File: config.mk
export PLATFORM = sky130hd
export DESIGN_NAME = wheel_encoder_drive_controller
export DESIGN_NICKNAME = d
export VERILOG_FILES = /design/src/design/wedc_pkg.sv /design/src/design/wedc_fifo.sv /design/src/design/wedc_front.sv /design/src/design/wedc_back.sv /design/src/design/wheel_encoder_drive_controller.sv
export VERILOG_INCLUDE_DIRS = /design/src /design/src/design
export SDC_FILE = /design/constraint.sdc
export NUM_CORES = 2
export LEC_CHECK = 0
export BUFFER_PORTS_ARGS = -buffer_cell sky130_fd_sc_hd__buf_2
export CORE_MARGIN = 2
export CORE_UTILIZATION = 45
export CTS_CLUSTER_SIZE = 10
export DETAILED_ROUTE_END_ITERATION = 10
export GPL_ROUTABILITY_DRIVEN = 0
export PLACE_DENSITY = 0.6
export REMOVE_ABC_BUFFERS = 1
export SYNTH_ARGS = -nofsm -noshare
export SYNTH_HDL_FRONTEND = slang
export SYNTH_SLANG_ARGS = --single-unit
File: constraint.sdc
create_clock -name clk_i -period 15.83 [get_ports clk_i]
set_input_delay 1.583 -clock clk_i [delete_from_list [all_inputs] [get_ports clk_i]]
set_output_delay 1.583 -clock clk_i [all_outputs]
set_load 0.01 [all_outputs]
File: src/design/wheel_encoder_drive_controller_macros.svh
// ----------------------------------------------------------------------------
// Assertion macros for the wheel encoder drive controller
// Checks use the module's clk_i and rst_ni; define ASSERT_OFF to drop them.
// ----------------------------------------------------------------------------
`ifndef WHEEL_ENCODER_DRIVE_CONTROLLER_MACROS_SVH
`define WHEEL_ENCODER_DRIVE_CONTROLLER_MACROS_SVH

`ifndef ASSERT_OFF
// A property that must hold on every clock edge outside reset.
`define ASSERT_CHK(lbl, prop, msg) \
  lbl: assert property (@(posedge clk_i) disable iff (!rst_ni) prop) else $error(msg);
// When pre holds, post must hold on the next clock.
`define ASSERT_NEXT(lbl, pre, post, msg) \
  lbl: assert property (@(posedge clk_i) disable iff (!rst_ni) (pre) |=> (post)) \
    else $error(msg);
`else
`define ASSERT_CHK(lbl, prop, msg)
`define ASSERT_NEXT(lbl, pre, post, msg)
`endif

`endif

File: src/design/wedc_pkg.sv
// ----------------------------------------------------------------------------
// wedc_pkg
// Shared constants, types and duty helpers of the wheel encoder controller.
// ----------------------------------------------------------------------------
package wedc_pkg;

  localparam int COUNT_WIDTH  = 16;
  localparam int TIME_WIDTH   = 32;
  localparam int RPM_WIDTH    = 16;
  localparam int DUTY_WIDTH   = 8;
  localparam int SPEED_WIDTH  = 9;
  localparam int TARGET_WIDTH = 15;
  localparam int PPR_WIDTH    = 8;
  localparam int PROD_WIDTH   = TIME_WIDTH + PPR_WIDTH;
  localparam int BIT_CNT_W    = $clog2(RPM_WIDTH);
  localparam int FIFO_DEPTH   = 4;
  localparam int FIFO_AW      = $clog2(FIFO_DEPTH);

  localparam logic [PPR_WIDTH-1:0]  PPR_RESET     = PPR_WIDTH'(20);
  localparam logic [RPM_WIDTH-1:0]  RPM_NUMERATOR = RPM_WIDTH'(60000);
  localparam logic [DUTY_WIDTH-1:0] FULL_DUTY     = DUTY_WIDTH'(255);

  typedef enum logic [1:0] {
    CMD_DRIVE       = 2'd0,
    CMD_MOVE        = 2'd1,
    CMD_LEFT_PULSE  = 2'd2,
    CMD_RIGHT_PULSE = 2'd3
  } cmd_e;

  typedef enum logic [1:0] {
    OP_DRIVE = 2'd0,
    OP_MOVE  = 2'd1,
    OP_PULSE = 2'd2
  } op_e;

  localparam logic WHEEL_LEFT  = 1'b0;
  localparam logic WHEEL_RIGHT = 1'b1;

  typedef struct packed {
    op_e                              op;
    logic                             wheel;
    logic signed [SPEED_WIDTH-1:0]    left_speed;
    logic signed [SPEED_WIDTH-1:0]    right_speed;
    logic [TARGET_WIDTH-1:0]          left_target;
    logic [TARGET_WIDTH-1:0]          right_target;
    logic [TIME_WIDTH-1:0]            now_ms;
  } item_t;

  typedef struct packed {
    logic [DUTY_WIDTH-1:0] left_duty_a;
    logic [DUTY_WIDTH-1:0] left_duty_b;
    logic [DUTY_WIDTH-1:0] right_duty_a;
    logic [DUTY_WIDTH-1:0] right_duty_b;
    logic [RPM_WIDTH-1:0]  left_rpm;
    logic [RPM_WIDTH-1:0]  right_rpm;
    logic [15:0]           left_pulses;
    logic [15:0]           right_pulses;
    logic                  in_position_mode;
  } result_t;

  // Forward speed drives bridge input A.
  function automatic logic [DUTY_WIDTH-1:0] duty_a(logic signed [SPEED_WIDTH-1:0] speed);
    logic [DUTY_WIDTH-1:0] d;
    d = '0;
    if (speed > 0) begin
      d = speed[DUTY_WIDTH-1:0];
    end
    return d;
  endfunction

  // Zero or reverse speed drives bridge input B with the magnitude, clipped to full duty.
  function automatic logic [DUTY_WIDTH-1:0] duty_b(logic signed [SPEED_WIDTH-1:0] speed);
    logic signed [SPEED_WIDTH:0] mag;
    logic [DUTY_WIDTH-1:0]       d;
    mag = -((SPEED_WIDTH+1)'(speed));
    d   = '0;
    if (!(speed > 0)) begin
      if (mag > (SPEED_WIDTH+1)'(FULL_DUTY)) begin
        d = FULL_DUTY;
      end else begin
        d = mag[DUTY_WIDTH-1:0];
      end
    end
    return d;
  endfunction

endpackage

File: src/design/wedc_fifo.sv
// ----------------------------------------------------------------------------
// wedc_fifo
// Short queue of decoded words between the front decoder and the back end.
// ----------------------------------------------------------------------------
`include "wheel_encoder_drive_controller_macros.svh"

module wedc_fifo import wedc_pkg::*; (
  input  logic  clk_i,
  input  logic  rst_ni,
  input  logic  push_i,
  input  item_t push_item_i,
  input  logic  pop_i,
  output item_t pop_item_o,
  output logic  full_o,
  output logic  empty_o
);

  item_t              mem_q [FIFO_DEPTH];
  logic [FIFO_AW-1:0] wr_q, rd_q;
  logic [FIFO_AW:0]   cnt_q;

  assign full_o     = (cnt_q == (FIFO_AW+1)'(FIFO_DEPTH));
  assign empty_o    = (cnt_q == '0);
  assign pop_item_o = mem_q[rd_q];

  always_ff @(posedge clk_i) begin
    if (push_i) begin
      mem_q[wr_q] <= push_item_i;
    end
  end

  always_ff @(posedge clk_i or negedge rst_ni) begin
    if (!rst_ni) begin
      wr_q  <= '0;
      rd_q  <= '0;
      cnt_q <= '0;
    end else begin
      if (push_i) begin
        wr_q <= wr_q + FIFO_AW'(1);
      end
      if (pop_i) begin
        rd_q <= rd_q + FIFO_AW'(1);
      end
      if (push_i && !pop_i) begin
        cnt_q <= cnt_q + (FIFO_AW+1)'(1);
      end else if (pop_i && !push_i) begin
        cnt_q <= cnt_q - (FIFO_AW+1)'(1);
      end
    end
  end

  `ASSERT_CHK(a_no_overflow, push_i |-> !full_o, "word pushed into a full queue")
  `ASSERT_CHK(a_no_underflow, pop_i |-> !empty_o, "word popped from an empty queue")
  `ASSERT_NEXT(a_count_up, push_i && !pop_i, cnt_q == $past(cnt_q) + 1'b1, "fill count lost a push")

endmodule

File: src/design/wedc_front.sv
// ----------------------------------------------------------------------------
// wedc_front
// Accepts input words and decodes the command into an operation and wheel.
// ----------------------------------------------------------------------------
module wedc_front import wedc_pkg::*; (
  input  logic                           in_valid_i,
  output logic                           in_stall_o,
  input  logic [1:0]                     command_i,
  input  logic signed [SPEED_WIDTH-1:0]  left_speed_i,
  input  logic signed [SPEED_WIDTH-1:0]  right_speed_i,
  input  logic [TARGET_WIDTH-1:0]        left_target_i,
  input  logic [TARGET_WIDTH-1:0]        right_target_i,
  input  logic [31:0]                    now_ms_i,
  input  logic                           fifo_full_i,
  output logic                           push_o,
  output item_t                          push_item_o
);

  assign in_stall_o = fifo_full_i;
  assign push_o     = in_valid_i && !fifo_full_i;

  always_comb begin
    push_item_o              = '0;
    push_item_o.left_speed   = left_speed_i;
    push_item_o.right_speed  = right_speed_i;
    push_item_o.left_target  = left_target_i;
    push_item_o.right_target = right_target_i;
    push_item_o.now_ms       = TIME_WIDTH'(now_ms_i);
    case (cmd_e'(command_i))
      CMD_DRIVE: begin
        push_item_o.op    = OP_DRIVE;
        push_item_o.wheel = WHEEL_LEFT;
      end
      CMD_MOVE: begin
        push_item_o.op    = OP_MOVE;
        push_item_o.wheel = WHEEL_LEFT;
      end
      CMD_LEFT_PULSE: begin
        push_item_o.op    = OP_PULSE;
        push_item_o.wheel = WHEEL_LEFT;
      end
      CMD_RIGHT_PULSE: begin
        push_item_o.op    = OP_PULSE;
        push_item_o.wheel = WHEEL_RIGHT;
      end
      default: begin
        push_item_o.op    = OP_DRIVE;
        push_item_o.wheel = WHEEL_LEFT;
      end
    endcase
  end

endmodule

File: src/design/wedc_back.sv
// ----------------------------------------------------------------------------
// wedc_back
// Executes decoded words: drive state, pulse counts and a serial RPM divider.
// ----------------------------------------------------------------------------
`include "wheel_encoder_drive_controller_macros.svh"

module wedc_back import wedc_pkg::*; (
  input  logic                 clk_i,
  input  logic                 rst_ni,
  input  logic                 cfg_valid_i,
  input  logic [PPR_WIDTH-1:0] cfg_data_i,
  output logic                 cfg_ready_o,
  input  logic                 fifo_empty_i,
  input  item_t                fifo_item_i,
  output logic                 fifo_pop_o,
  output logic                 out_valid_o,
  input  logic                 out_stall_i,
  output result_t              result_o
);

  typedef enum logic [3:0] {
    ST_IDLE = 4'b0001,
    ST_MUL  = 4'b0010,
    ST_DIV  = 4'b0100,
    ST_DONE = 4'b1000
  } state_e;

  state_e                  st_q, st_d;
  item_t                   cur_q;
  logic [PPR_WIDTH-1:0]    ppr_q;
  logic [PROD_WIDTH-1:0]   prod_q;
  logic [RPM_WIDTH:0]      rem_q;
  logic [RPM_WIDTH-1:0]    quo_q;
  logic [BIT_CNT_W-1:0]    bit_q;

  logic signed [SPEED_WIDTH-1:0] drive_q [2];
  logic signed [SPEED_WIDTH-1:0] drive_d [2];
  logic [COUNT_WIDTH-1:0]        count_q [2];
  logic [COUNT_WIDTH-1:0]        count_d [2];
  logic [TARGET_WIDTH-1:0]       goal_q  [2];
  logic [TARGET_WIDTH-1:0]       goal_d  [2];
  logic [TIME_WIDTH-1:0]         last_q  [2];
  logic [TIME_WIDTH-1:0]         last_d  [2];
  logic [RPM_WIDTH-1:0]          rpm_q   [2];
  logic [RPM_WIDTH-1:0]          rpm_d   [2];
  logic                          pos_q, pos_d;

  logic                  out_valid_q;
  result_t               res_q, res_d;
  logic                  out_free, apply;
  logic [TIME_WIDTH-1:0] elapsed;
  logic [RPM_WIDTH:0]    rem_sh;
  logic                  rem_ge;
  logic [COUNT_WIDTH-1:0] cnt_inc;
  logic [RPM_WIDTH-1:0]  rpm_val;

  assign cfg_ready_o = 1'b1;
  assign out_free    = !out_valid_q || !out_stall_i;
  assign apply       = (st_q == ST_DONE) && out_free;
  assign fifo_pop_o  = (st_q == ST_IDLE) && !fifo_empty_i;
  assign out_valid_o = out_valid_q;
  assign result_o    = res_q;

  // Time since this wheel's previous pulse, wrapping with the timestamp.
  assign elapsed = cur_q.now_ms - last_q[cur_q.wheel];

  // Restoring division of the RPM numerator, one quotient bit per cycle.
  assign rem_sh  = {rem_q[RPM_WIDTH-1:0], RPM_NUMERATOR[bit_q]};
  assign rem_ge  = PROD_WIDTH'(rem_sh) >= prod_q;
  assign rpm_val = (prod_q == '0) ? RPM_NUMERATOR : quo_q;
  assign cnt_inc = count_q[cur_q.wheel] + COUNT_WIDTH'(1);

  always_comb begin
    st_d = st_q;
    case (st_q)
      ST_IDLE: begin
        if (!fifo_empty_i) begin
          st_d = (fifo_item_i.op == OP_PULSE) ? ST_MUL : ST_DONE;
        end
      end
      ST_MUL:  st_d = ST_DIV;
      ST_DIV: begin
        if (bit_q == '0) begin
          st_d = ST_DONE;
        end
      end
      ST_DONE: begin
        if (out_free) begin
          st_d = ST_IDLE;
        end
      end
      default: st_d = ST_IDLE;
    endcase
  end

  always_comb begin
    drive_d = drive_q;
    count_d = count_q;
    goal_d  = goal_q;
    last_d  = last_q;
    rpm_d   = rpm_q;
    pos_d   = pos_q;
    if (apply) begin
      case (cur_q.op)
        OP_DRIVE: begin
          drive_d[0] = cur_q.left_speed;
          drive_d[1] = cur_q.right_speed;
          pos_d      = 1'b0;
        end
        OP_MOVE: begin
          count_d[0] = '0;
          count_d[1] = '0;
          goal_d[0]  = cur_q.left_target;
          goal_d[1]  = cur_q.right_target;
          drive_d[0] = SPEED_WIDTH'(FULL_DUTY);
          drive_d[1] = SPEED_WIDTH'(FULL_DUTY);
          pos_d      = 1'b1;
        end
        OP_PULSE: begin
          rpm_d[cur_q.wheel]   = rpm_val;
          last_d[cur_q.wheel]  = cur_q.now_ms;
          count_d[cur_q.wheel] = cnt_inc;
          if (pos_q && (32'(cnt_inc) >= 32'(goal_q[cur_q.wheel]))) begin
            drive_d[cur_q.wheel] = '0;
          end
        end
        default: begin
          pos_d = pos_q;
        end
      endcase
    end
  end

  always_comb begin
    res_d.left_duty_a      = duty_a(drive_d[0]);
    res_d.left_duty_b      = duty_b(drive_d[0]);
    res_d.right_duty_a     = duty_a(drive_d[1]);
    res_d.right_duty_b     = duty_b(drive_d[1]);
    res_d.left_rpm         = rpm_d[0];
    res_d.right_rpm        = rpm_d[1];
    res_d.left_pulses      = 16'(count_d[0]);
    res_d.right_pulses     = 16'(count_d[1]);
    res_d.in_position_mode = pos_d;
  end

  // Datapath registers of the current word and the divider.
  always_ff @(posedge clk_i) begin
    if (fifo_pop_o) begin
      cur_q <= fifo_item_i;
    end
    if (st_q == ST_MUL) begin
      prod_q <= PROD_WIDTH'(elapsed) * PROD_WIDTH'(ppr_q);
      rem_q  <= '0;
      quo_q  <= '0;
      bit_q  <= BIT_CNT_W'(RPM_WIDTH - 1);
    end else if (st_q == ST_DIV) begin
      rem_q        <= rem_ge ? (rem_sh - (RPM_WIDTH+1)'(prod_q)) : rem_sh;
      quo_q[bit_q] <= rem_ge;
      bit_q        <= bit_q - BIT_CNT_W'(1);
    end
    if (apply) begin
      res_q <= res_d;
    end
  end

  always_ff @(posedge clk_i or negedge rst_ni) begin
    if (!rst_ni) begin
      st_q        <= ST_IDLE;
      ppr_q       <= PPR_RESET;
      pos_q       <= 1'b0;
      out_valid_q <= 1'b0;
      for (int i = 0; i < 2; i++) begin
        drive_q[i] <= '0;
        count_q[i] <= '0;
        goal_q[i]  <= '0;
        last_q[i]  <= '0;
        rpm_q[i]   <= '0;
      end
    end else begin
      st_q    <= st_d;
      pos_q   <= pos_d;
      drive_q <= drive_d;
      count_q <= count_d;
      goal_q  <= goal_d;
      last_q  <= last_d;
      rpm_q   <= rpm_d;
      if (cfg_valid_i) begin
        ppr_q <= cfg_data_i;
      end
      if (apply) begin
        out_valid_q <= 1'b1;
      end else if (!out_stall_i) begin
        out_valid_q <= 1'b0;
      end
    end
  end

  `ASSERT_NEXT(a_mul_to_div, st_q == ST_MUL, st_q == ST_DIV, "multiply not followed by divide")
  `ASSERT_NEXT(a_div_ends, (st_q == ST_DIV) && (bit_q == '0), st_q == ST_DONE, "divider overran")
  `ASSERT_CHK(a_out_from_done, $rose(out_valid_q) |-> $past(st_q == ST_DONE), "result outside done")

endmodule

File: src/design/wheel_encoder_drive_controller.sv
// ----------------------------------------------------------------------------
// wheel_encoder_drive_controller
// Two-wheel H-bridge drive with encoder pulse counting and RPM measurement.
//
// Input words arrive on in_valid_i / in_stall_o and are accepted when valid is
// high and stall is low. Each word carries a command: drive speeds, move to
// target counts, or a left or right encoder pulse with its millisecond time.
// Every accepted word yields exactly one result word on out_valid_o /
// out_stall_i with both wheels' duties, RPM, pulse counts and position mode.
// A front decoder places words in a four-deep queue; the back end pops one at
// a time and pops the next only after the current result has been registered.
// A drive or move word goes from idle straight to the done state. A pulse
// word first passes the multiply state and then the 16-step serial divider
// that forms 60000 / (elapsed ms * pulses per rev).
// The pulses-per-rev register is written on cfg_valid_i (cfg_ready_o is
// always high); the user must write it only while the block is idle, as the
// block itself does not enforce this. Reset clears all wheel state and
// loads 20 pulses per revolution. When the receiver stalls the result is
// held, the back end waits, and the queue fills before in_stall_o rises.
// ----------------------------------------------------------------------------
module wheel_encoder_drive_controller import wedc_pkg::*; (
  input  logic                          clk_i,
  input  logic                          rst_ni,
  input  logic                          cfg_valid_i,
  output logic                          cfg_ready_o,
  input  logic [PPR_WIDTH-1:0]          cfg_data_i,
  input  logic                          in_valid_i,
  output logic                          in_stall_o,
  input  logic [1:0]                    command_i,
  input  logic signed [SPEED_WIDTH-1:0] left_speed_i,
  input  logic signed [SPEED_WIDTH-1:0] right_speed_i,
  input  logic [TARGET_WIDTH-1:0]       left_target_i,
  input  logic [TARGET_WIDTH-1:0]       right_target_i,
  input  logic [31:0]                   now_ms_i,
  output logic                          out_valid_o,
  input  logic                          out_stall_i,
  output logic [DUTY_WIDTH-1:0]         left_duty_a_o,
  output logic [DUTY_WIDTH-1:0]         left_duty_b_o,
  output logic [DUTY_WIDTH-1:0]         right_duty_a_o,
  output logic [DUTY_WIDTH-1:0]         right_duty_b_o,
  output logic [RPM_WIDTH-1:0]          left_rpm_o,
  output logic [RPM_WIDTH-1:0]          right_rpm_o,
  output logic [15:0]                   left_pulses_o,
  output logic [15:0]                   right_pulses_o,
  output logic                          in_position_mode_o
);

  // Decoded words travel from the front decoder through the queue.
  logic    push, pop, full, empty;
  item_t   push_item, pop_item;
  result_t result;

  wedc_front u_front (
    .in_valid_i     (in_valid_i),
    .in_stall_o     (in_stall_o),
    .command_i      (command_i),
    .left_speed_i   (left_speed_i),
    .right_speed_i  (right_speed_i),
    .left_target_i  (left_target_i),
    .right_target_i (right_target_i),
    .now_ms_i       (now_ms_i),
    .fifo_full_i    (full),
    .push_o         (push),
    .push_item_o    (push_item)
  );

  wedc_fifo u_fifo (
    .clk_i       (clk_i),
    .rst_ni      (rst_ni),
    .push_i      (push),
    .push_item_i (push_item),
    .pop_i       (pop),
    .pop_item_o  (pop_item),
    .full_o      (full),
    .empty_o     (empty)
  );

  // The back end holds all wheel state and the registered result word.
  wedc_back u_back (
    .clk_i        (clk_i),
    .rst_ni       (rst_ni),
    .cfg_valid_i  (cfg_valid_i),
    .cfg_data_i   (cfg_data_i),
    .cfg_ready_o  (cfg_ready_o),
    .fifo_empty_i (empty),
    .fifo_item_i  (pop_item),
    .fifo_pop_o   (pop),
    .out_valid_o  (out_valid_o),
    .out_stall_i  (out_stall_i),
    .result_o     (result)
  );

  assign left_duty_a_o      = result.left_duty_a;
  assign left_duty_b_o      = result.left_duty_b;
  assign right_duty_a_o     = result.right_duty_a;
  assign right_duty_b_o     = result.right_duty_b;
  assign left_rpm_o         = result.left_rpm;
  assign right_rpm_o        = result.right_rpm;
  assign left_pulses_o      = result.left_pulses;
  assign right_pulses_o     = result.right_pulses;
  assign in_position_mode_o = result.in_position_mode;

endmodule

# Word level (Yosys, flattened, before mapping)
# Memories as Yosys holds them, arrays and structs flattened. A register that Yosys moved wholly into a read port is not among the register bits.
# Cells that the tools add are included.
# word_totals
register_bits	453
ram_bits	332
romBits	16
inputBits	95
out_inout_bits	100
elab_cells	151
memories	2
# memory_table
memory	words	word_bits	rd	rd_ports_with_merged_regs	write_ports	line	rtl
u_fifo.mem_q	4	83	1	0	1	wedc_fifo.sv:18	item_t mem_q [FIFO_DEPTH];
(no name shown)	16	1	1	1	0	wedc_back.sv:68	assign rem_sh = {rem_q[RPM_WIDTH-1:0], RPM_NUMERATOR[bit_q]};
# op_classes
addsub	10
n_mul	1
n_lt_le_gt_ge	10
eq_ne	15
muxes	49
bitwise	3
reduce_logical	24
# ops
op	n
32-bit 2-to-1 mux	7
16-bit 2-to-1 mux	6
32-bit bitwise mux	2
64-bit bitwise mux	1
32-bit case mux with 2 select lines	1
18-bit case mux with 3 select lines	1
15-bit 2-to-1 mux	3
17-bit by 40-bit >= comparator with 1-bit output	1
40-bit zero test	1
32-bit by 8-bit multiplier with 40-bit output	1
18-bit 2-to-1 mux	2
32-bit demux with 1-bit select	1
32-bit subtractor	1
4-bit 2-to-1 mux	6
10-bit by 8-bit > comparator with 1-bit output (second input constant)	2
9-bit negation with 10-bit output	2
18-bit bitwise AND	1
9-bit by 1-bit > comparator with 1-bit output (second input constant)	2
18-bit inverter	1
16-bit by 1-bit adder with 16-bit output (second input constant)	1
16-bit bitwise mux	1
16-bit demux with 1-bit select	1
16-bit by 15-bit >= comparator with 1-bit output	1
8-bit 2-to-1 mux	2
36 further kinds	64

# Longest topological paths before layout
# depth
ltp_word	13
depth_mapped	38
depth_no_buf	33

# By module
# From an unflattened synthesis, not the netlist that was laid out.
# hier_totals
cells_unflattened	3372
hier_area_um2	42688.4
# by_module_without_submodules
module	n_inst	cells_per_inst	area_each_um2
wedc_back	1	2819	29632.2
wedc_fifo	1	468	12425.7
wedc_front	1	85	630.6

# Worst setup path before layout
# OpenSTA, ideal clock, no wires.
# synth_timing
kind	register to register
start	reg u_back.cur_q[80] in the netlist's numbering
end	reg u_back.prod_q[36] (data pin)
setup_ns	0.259
arrival_ns	8.506
slack_ns	7.065
path_stages_with_launch	36
synth_period_minus_slack_ns	8.765
path_cell_list	edfxtp_1 -> buf_4 -> buf_6 -> clkbuf_1 -> clkbuf_1 -> clkbuf_1 -> mux2i_1 -> ha_1 -> nor2b_1 -> o21a_1 -> o21ai_1 -> a21o_1 -> a21boi_1 -> o21ai_1 -> nand2_1 -> a21o_1 -> a21oi_2 -> mux2_2 -> fa_1 -> inv_1 -> fa_1 -> fa_1 -> inv_1 -> fa_1 -> inv_1 -> ha_1 -> nand3_1 -> nand2_1 -> or3_1 -> a21oi_1 -> or2_2 -> o41ai_1 -> a41oi_1 -> a21boi_1 -> o21ai_0 -> xnor2_1
# synth_via
elab_chain_len	6
# synth_rtl
element	line	rtl
start, declared	wedc_back.sv:29	item_t cur_q;
start signal, assigned	wedc_back.sv:149	cur_q <= fifo_item_i;
1-bit inverter with 2-bit output (implied by the code)	wedc_back.sv:65	assign elapsed = cur_q.now_ms - last_q[cur_q.wheel];
32-bit 2-to-1 mux (implied by the code) (3 in a row)	wedc_back.sv:65	
32-bit subtractor	wedc_back.sv:65	
32-bit by 8-bit multiplier with 40-bit output	wedc_back.sv:152	prod_q <= PROD_WIDTH'(elapsed) * PROD_WIDTH'(ppr_q);
end signal, assigned	wedc_back.sv:152	
end, declared	wedc_back.sv:31	logic [PROD_WIDTH-1:0] prod_q;
# No other way between the ends. The select of a mux whose other input is x is not followed.
# A chain may end at the register's enable or synchronous reset.

# Final worst setup path
# layout_timing
start	reg u_back.cur_q[80] in the netlist's numbering
end	reg u_back.prod_q[39] (data pin)
# The elaborated chain is that of the path after synthesis.

==> flow_metrics.py <==
metrics = {
    "status": {
        "status": "completed",
    },
    "die": {
        "fp-row-count": 111,
        "pin_count": 195,
        "die_w_um": 307,
        "fp.dieH_um": 307,
        "core_area_um2": 91200,
        "die_area_um2": 94100,
        "start_util": 0.452,
    },
    "setup_path": {
        "worstPathRequired_ps": 16220,
        "cp.arrival_ps": 9320,
        "critPathMaxFanout": 26,
        "critical-path-max-stage-delay_ps": 660,
        "start_kind": "flop",
        "slowest_stage": "nor3_1",
        "crit_type": "flop to flop",
        "end_kind": "flop",
        "ff2ff_path_depth": 32,
        "reg2reg_setup_slack_ps": 6900,
    },
    "synth": {
        "mappedNetlistArea_um2": 41200,
        "async_flop_share": 0.251,
        "ys_ff_latch": 786,
        "synth-seq-area-share": 0.540,
        "yosysWarnings": 0,
        "synth_edf_count": 552,
        "postSynthAreaPerCell_um2": 12.9,
        "synthFlopType": "edfxtp_1",
        "synthDistinctLibCells": 95,
        "synthCells": 3189,
    },
    "clock_tree": {
        "cts_buffer_depth": 3,
        "cts_tree": "built",
        "cts_setup_buffers": 0,
        "ctsResizeCount": 0,
        "cts.hold.buffers_added": 0,
        "cts_sinks": 786,
        "clk_pin_slew_ps": 50,
        "cts_root_buffer": "clkbuf_16",
        "cts_buffers": 91,
        "clock_latency_ps": 660,
        "htreeDepth": 3,
    },
    "worst_hold_path": {
        "min_path_cells": 2,
        "hold_path_class": "flop to flop",
    },
    "routing": {
        "post_drt_wl_per_cell_um": 19.9,
        "dr.pass1.iters": 5,
        "first_iter_violations": 1631,
        "drc": 0,
        "num_vias": 25400,
        "detail-route-antenna-nets": 0,
        "vias_per_cell": 5.49,
        "wl_um": 92000,
    },
    "sta": {
        "clock.fmax_mhz": 112,
        "fin_crit_sh": 0.564,
        "worst_slew_pin_slew_ps": 1070,
        "hold_viol_final": 0,
        "slew_headroom": 0.282,
        "slew_viol_final": 0,
        "rsz0062_at_grt": "false",
        "setup_viol": 0,
        "min_period_ps": 8930,
        "finClkSkew_ps": 31.0,
        "tns_ps": 0,
    },
    "placed_design": {
        "dp_cells": 4451,
        "port_buffers": 193,
        "dpl.hpwl_um": 62700,
        "dpl_cell_area_um2": 43400,
    },
    "global_routing": {
        "grt_max_degree": 78,
        "grt_pass1_wl_um": 149000,
        "antenna_found_initial": 5,
        "overflow": 0,
        "first_global_vias": 27100,
        "track_usage": 0.201,
    },
    "cells_and_area": {
        "final_common_cell": "edfxtp_1",
        "layout_common_cells": "552 x edfxtp_1, 275 x nand2_1, 268 x inv_1",
        "syn2layout_area_growth_pct": 11.7,
        "drive_gt1_frac": 0.162,
        "fin_area_um2": 46100,
        "fin_cells": 4625,
        "finalNetCount": 3783,
    },
    "job": {
        "drv_cap": 0,
    },
}
logic make-up after synthesis:
kind of cell    count (synthesis)  share of synthesized area
flops                         786                      0.540
compound gates                487                     0.0766
simple gates                  802                     0.0977
buf+inv                       418                     0.0387
fa+ha+maj                     330                      0.133
xor+xnor                      100                     0.0212
mux                           265                     0.0926
other cells                     1                  0.0000909
synth_stat cells (all sizes together) (15+ instances only):
library cell / instances / share of area
a211oi: 18 / 0.0033
nor3: 59 / 0.0073
nor4: 17 / 0.0026
mux2i: 82 / 0.020
dfxtp: 37 / 0.018
ha: 147 / 0.045
inv: 273 / 0.025
mux4: 83 / 0.045
nand4: 15 / 0.0023
or3: 20 / 0.0030
edfxtp: 552 / 0.40
dfrtp: 194 / 0.12
xor2: 31 / 0.0066
buf: 21 / 0.0025
o21ai: 115 / 0.014
xnor2: 69 / 0.015
a21oi: 155 / 0.019
nand2b: 47 / 0.0071
a31oi: 20 / 0.0034
mux2: 100 / 0.027
o2111ai: 15 / 0.0032
clkbuf: 122 / 0.011
nand3: 52 / 0.0063
and2: 143 / 0.022
a21o: 40 / 0.0073
fa: 183 / 0.089
nor2: 97 / 0.0088
nand2: 277 / 0.025
nor2b: 30 / 0.0046
a22o: 16 / 0.0034
registers in the layout, indices dropped and copies added (netlist names):
| name | cells |
|---|---|
| u_back.pos_q | 1 |
| u_back.count_q | 32 |
| u_fifo.rd_q | 2 |
| u_back.prod_q | 40 |
| u_back.out_valid_o | 1 |
| u_back.bit_q | 4 |
| u_back.quo_q | 16 |
| u_back.cur_q | 83 |
| u_back.goal_q | 30 |
| u_fifo.mem_q | 332 |
| u_back.st_q | 4 |
| u_back.rem_q | 16 |
| u_back.rpm_q | 32 |
| u_back.drive_q | 18 |
| u_back.last_q | 64 |
| u_back.rem_sh | 1 |
| u_fifo.wr_q | 2 |
| u_fifo.cnt_q | 3 |
| u_back.result_o | 97 |
| u_back.ppr_q | 8 |
critical path, delay by kind of cell, from the launching register on:
kind	cells	cell delay, ps
AND/OR/NAND/NOR	5	1350
adder cells (fa/ha/maj)	7	3120
XOR/XNOR	1	130
flip-flops	1	340
multiplexers	1	250
AO/OA/AOI/OAI	14	2860
buffers and inverters	4	590
worst paths after layout:
check,start,to
worst max-delay path,u_back.cur_q[80]$_DFFE_PP_,u_back.prod_q[39]$_DFFE_PP_
worst min-delay path,u_back.quo_q[7]$_SDFFE_PP0P_,u_back.quo_q[7]$_SDFFE_PP0P_
worst max register to register,u_back.cur_q[80]$_DFFE_PP_,u_back.prod_q[39]$_DFFE_PP_
worst min register to register,u_back.quo_q[7]$_SDFFE_PP0P_,u_back.quo_q[7]$_SDFFE_PP0P_
max in group asynchronous,rst_ni,u_fifo.rd_q[1]$_DFFE_PN0P_
min in group asynchronous,rst_ni,u_back.last_q[36]$_DFFE_PN0P_
layer usage:
layer	GRT usage	share of wire
met1	0.252	0.41
met2	0.352	0.51
met3	0.0312	0.043
met4	0.0750	0.035
met5	0	0.00023
per-stage QoR:
step	hold slack, ps	utilization	worst slack [ps]
after floorplan	437	-	6190
after global placement	446	0.475	7260
after detailed placement	454	0.475	7040
after CTS	462	0.505	7000
after global routing	485	0.505	6210
final	458	0.505	6900
final cells by class:
cell class / instances / area (um^2)
Antenna cell: 4 / 10.0
Clock buffer: 159 / 2550
Clock inverter: 11 / 133
Fill cell: 7761 / 45200
Inverter: 275 / 1030
Multi-Input combinational cell: 1985 / 17400
Sequential cell: 786 / 22300
Tap cell: 1186 / 1480
Timing Repair Buffer: 219 / 1170
Power is left out: the tool's default activity adds up to more than one toggle a clock period on the data nets, which glitch-free logic cannot reach.
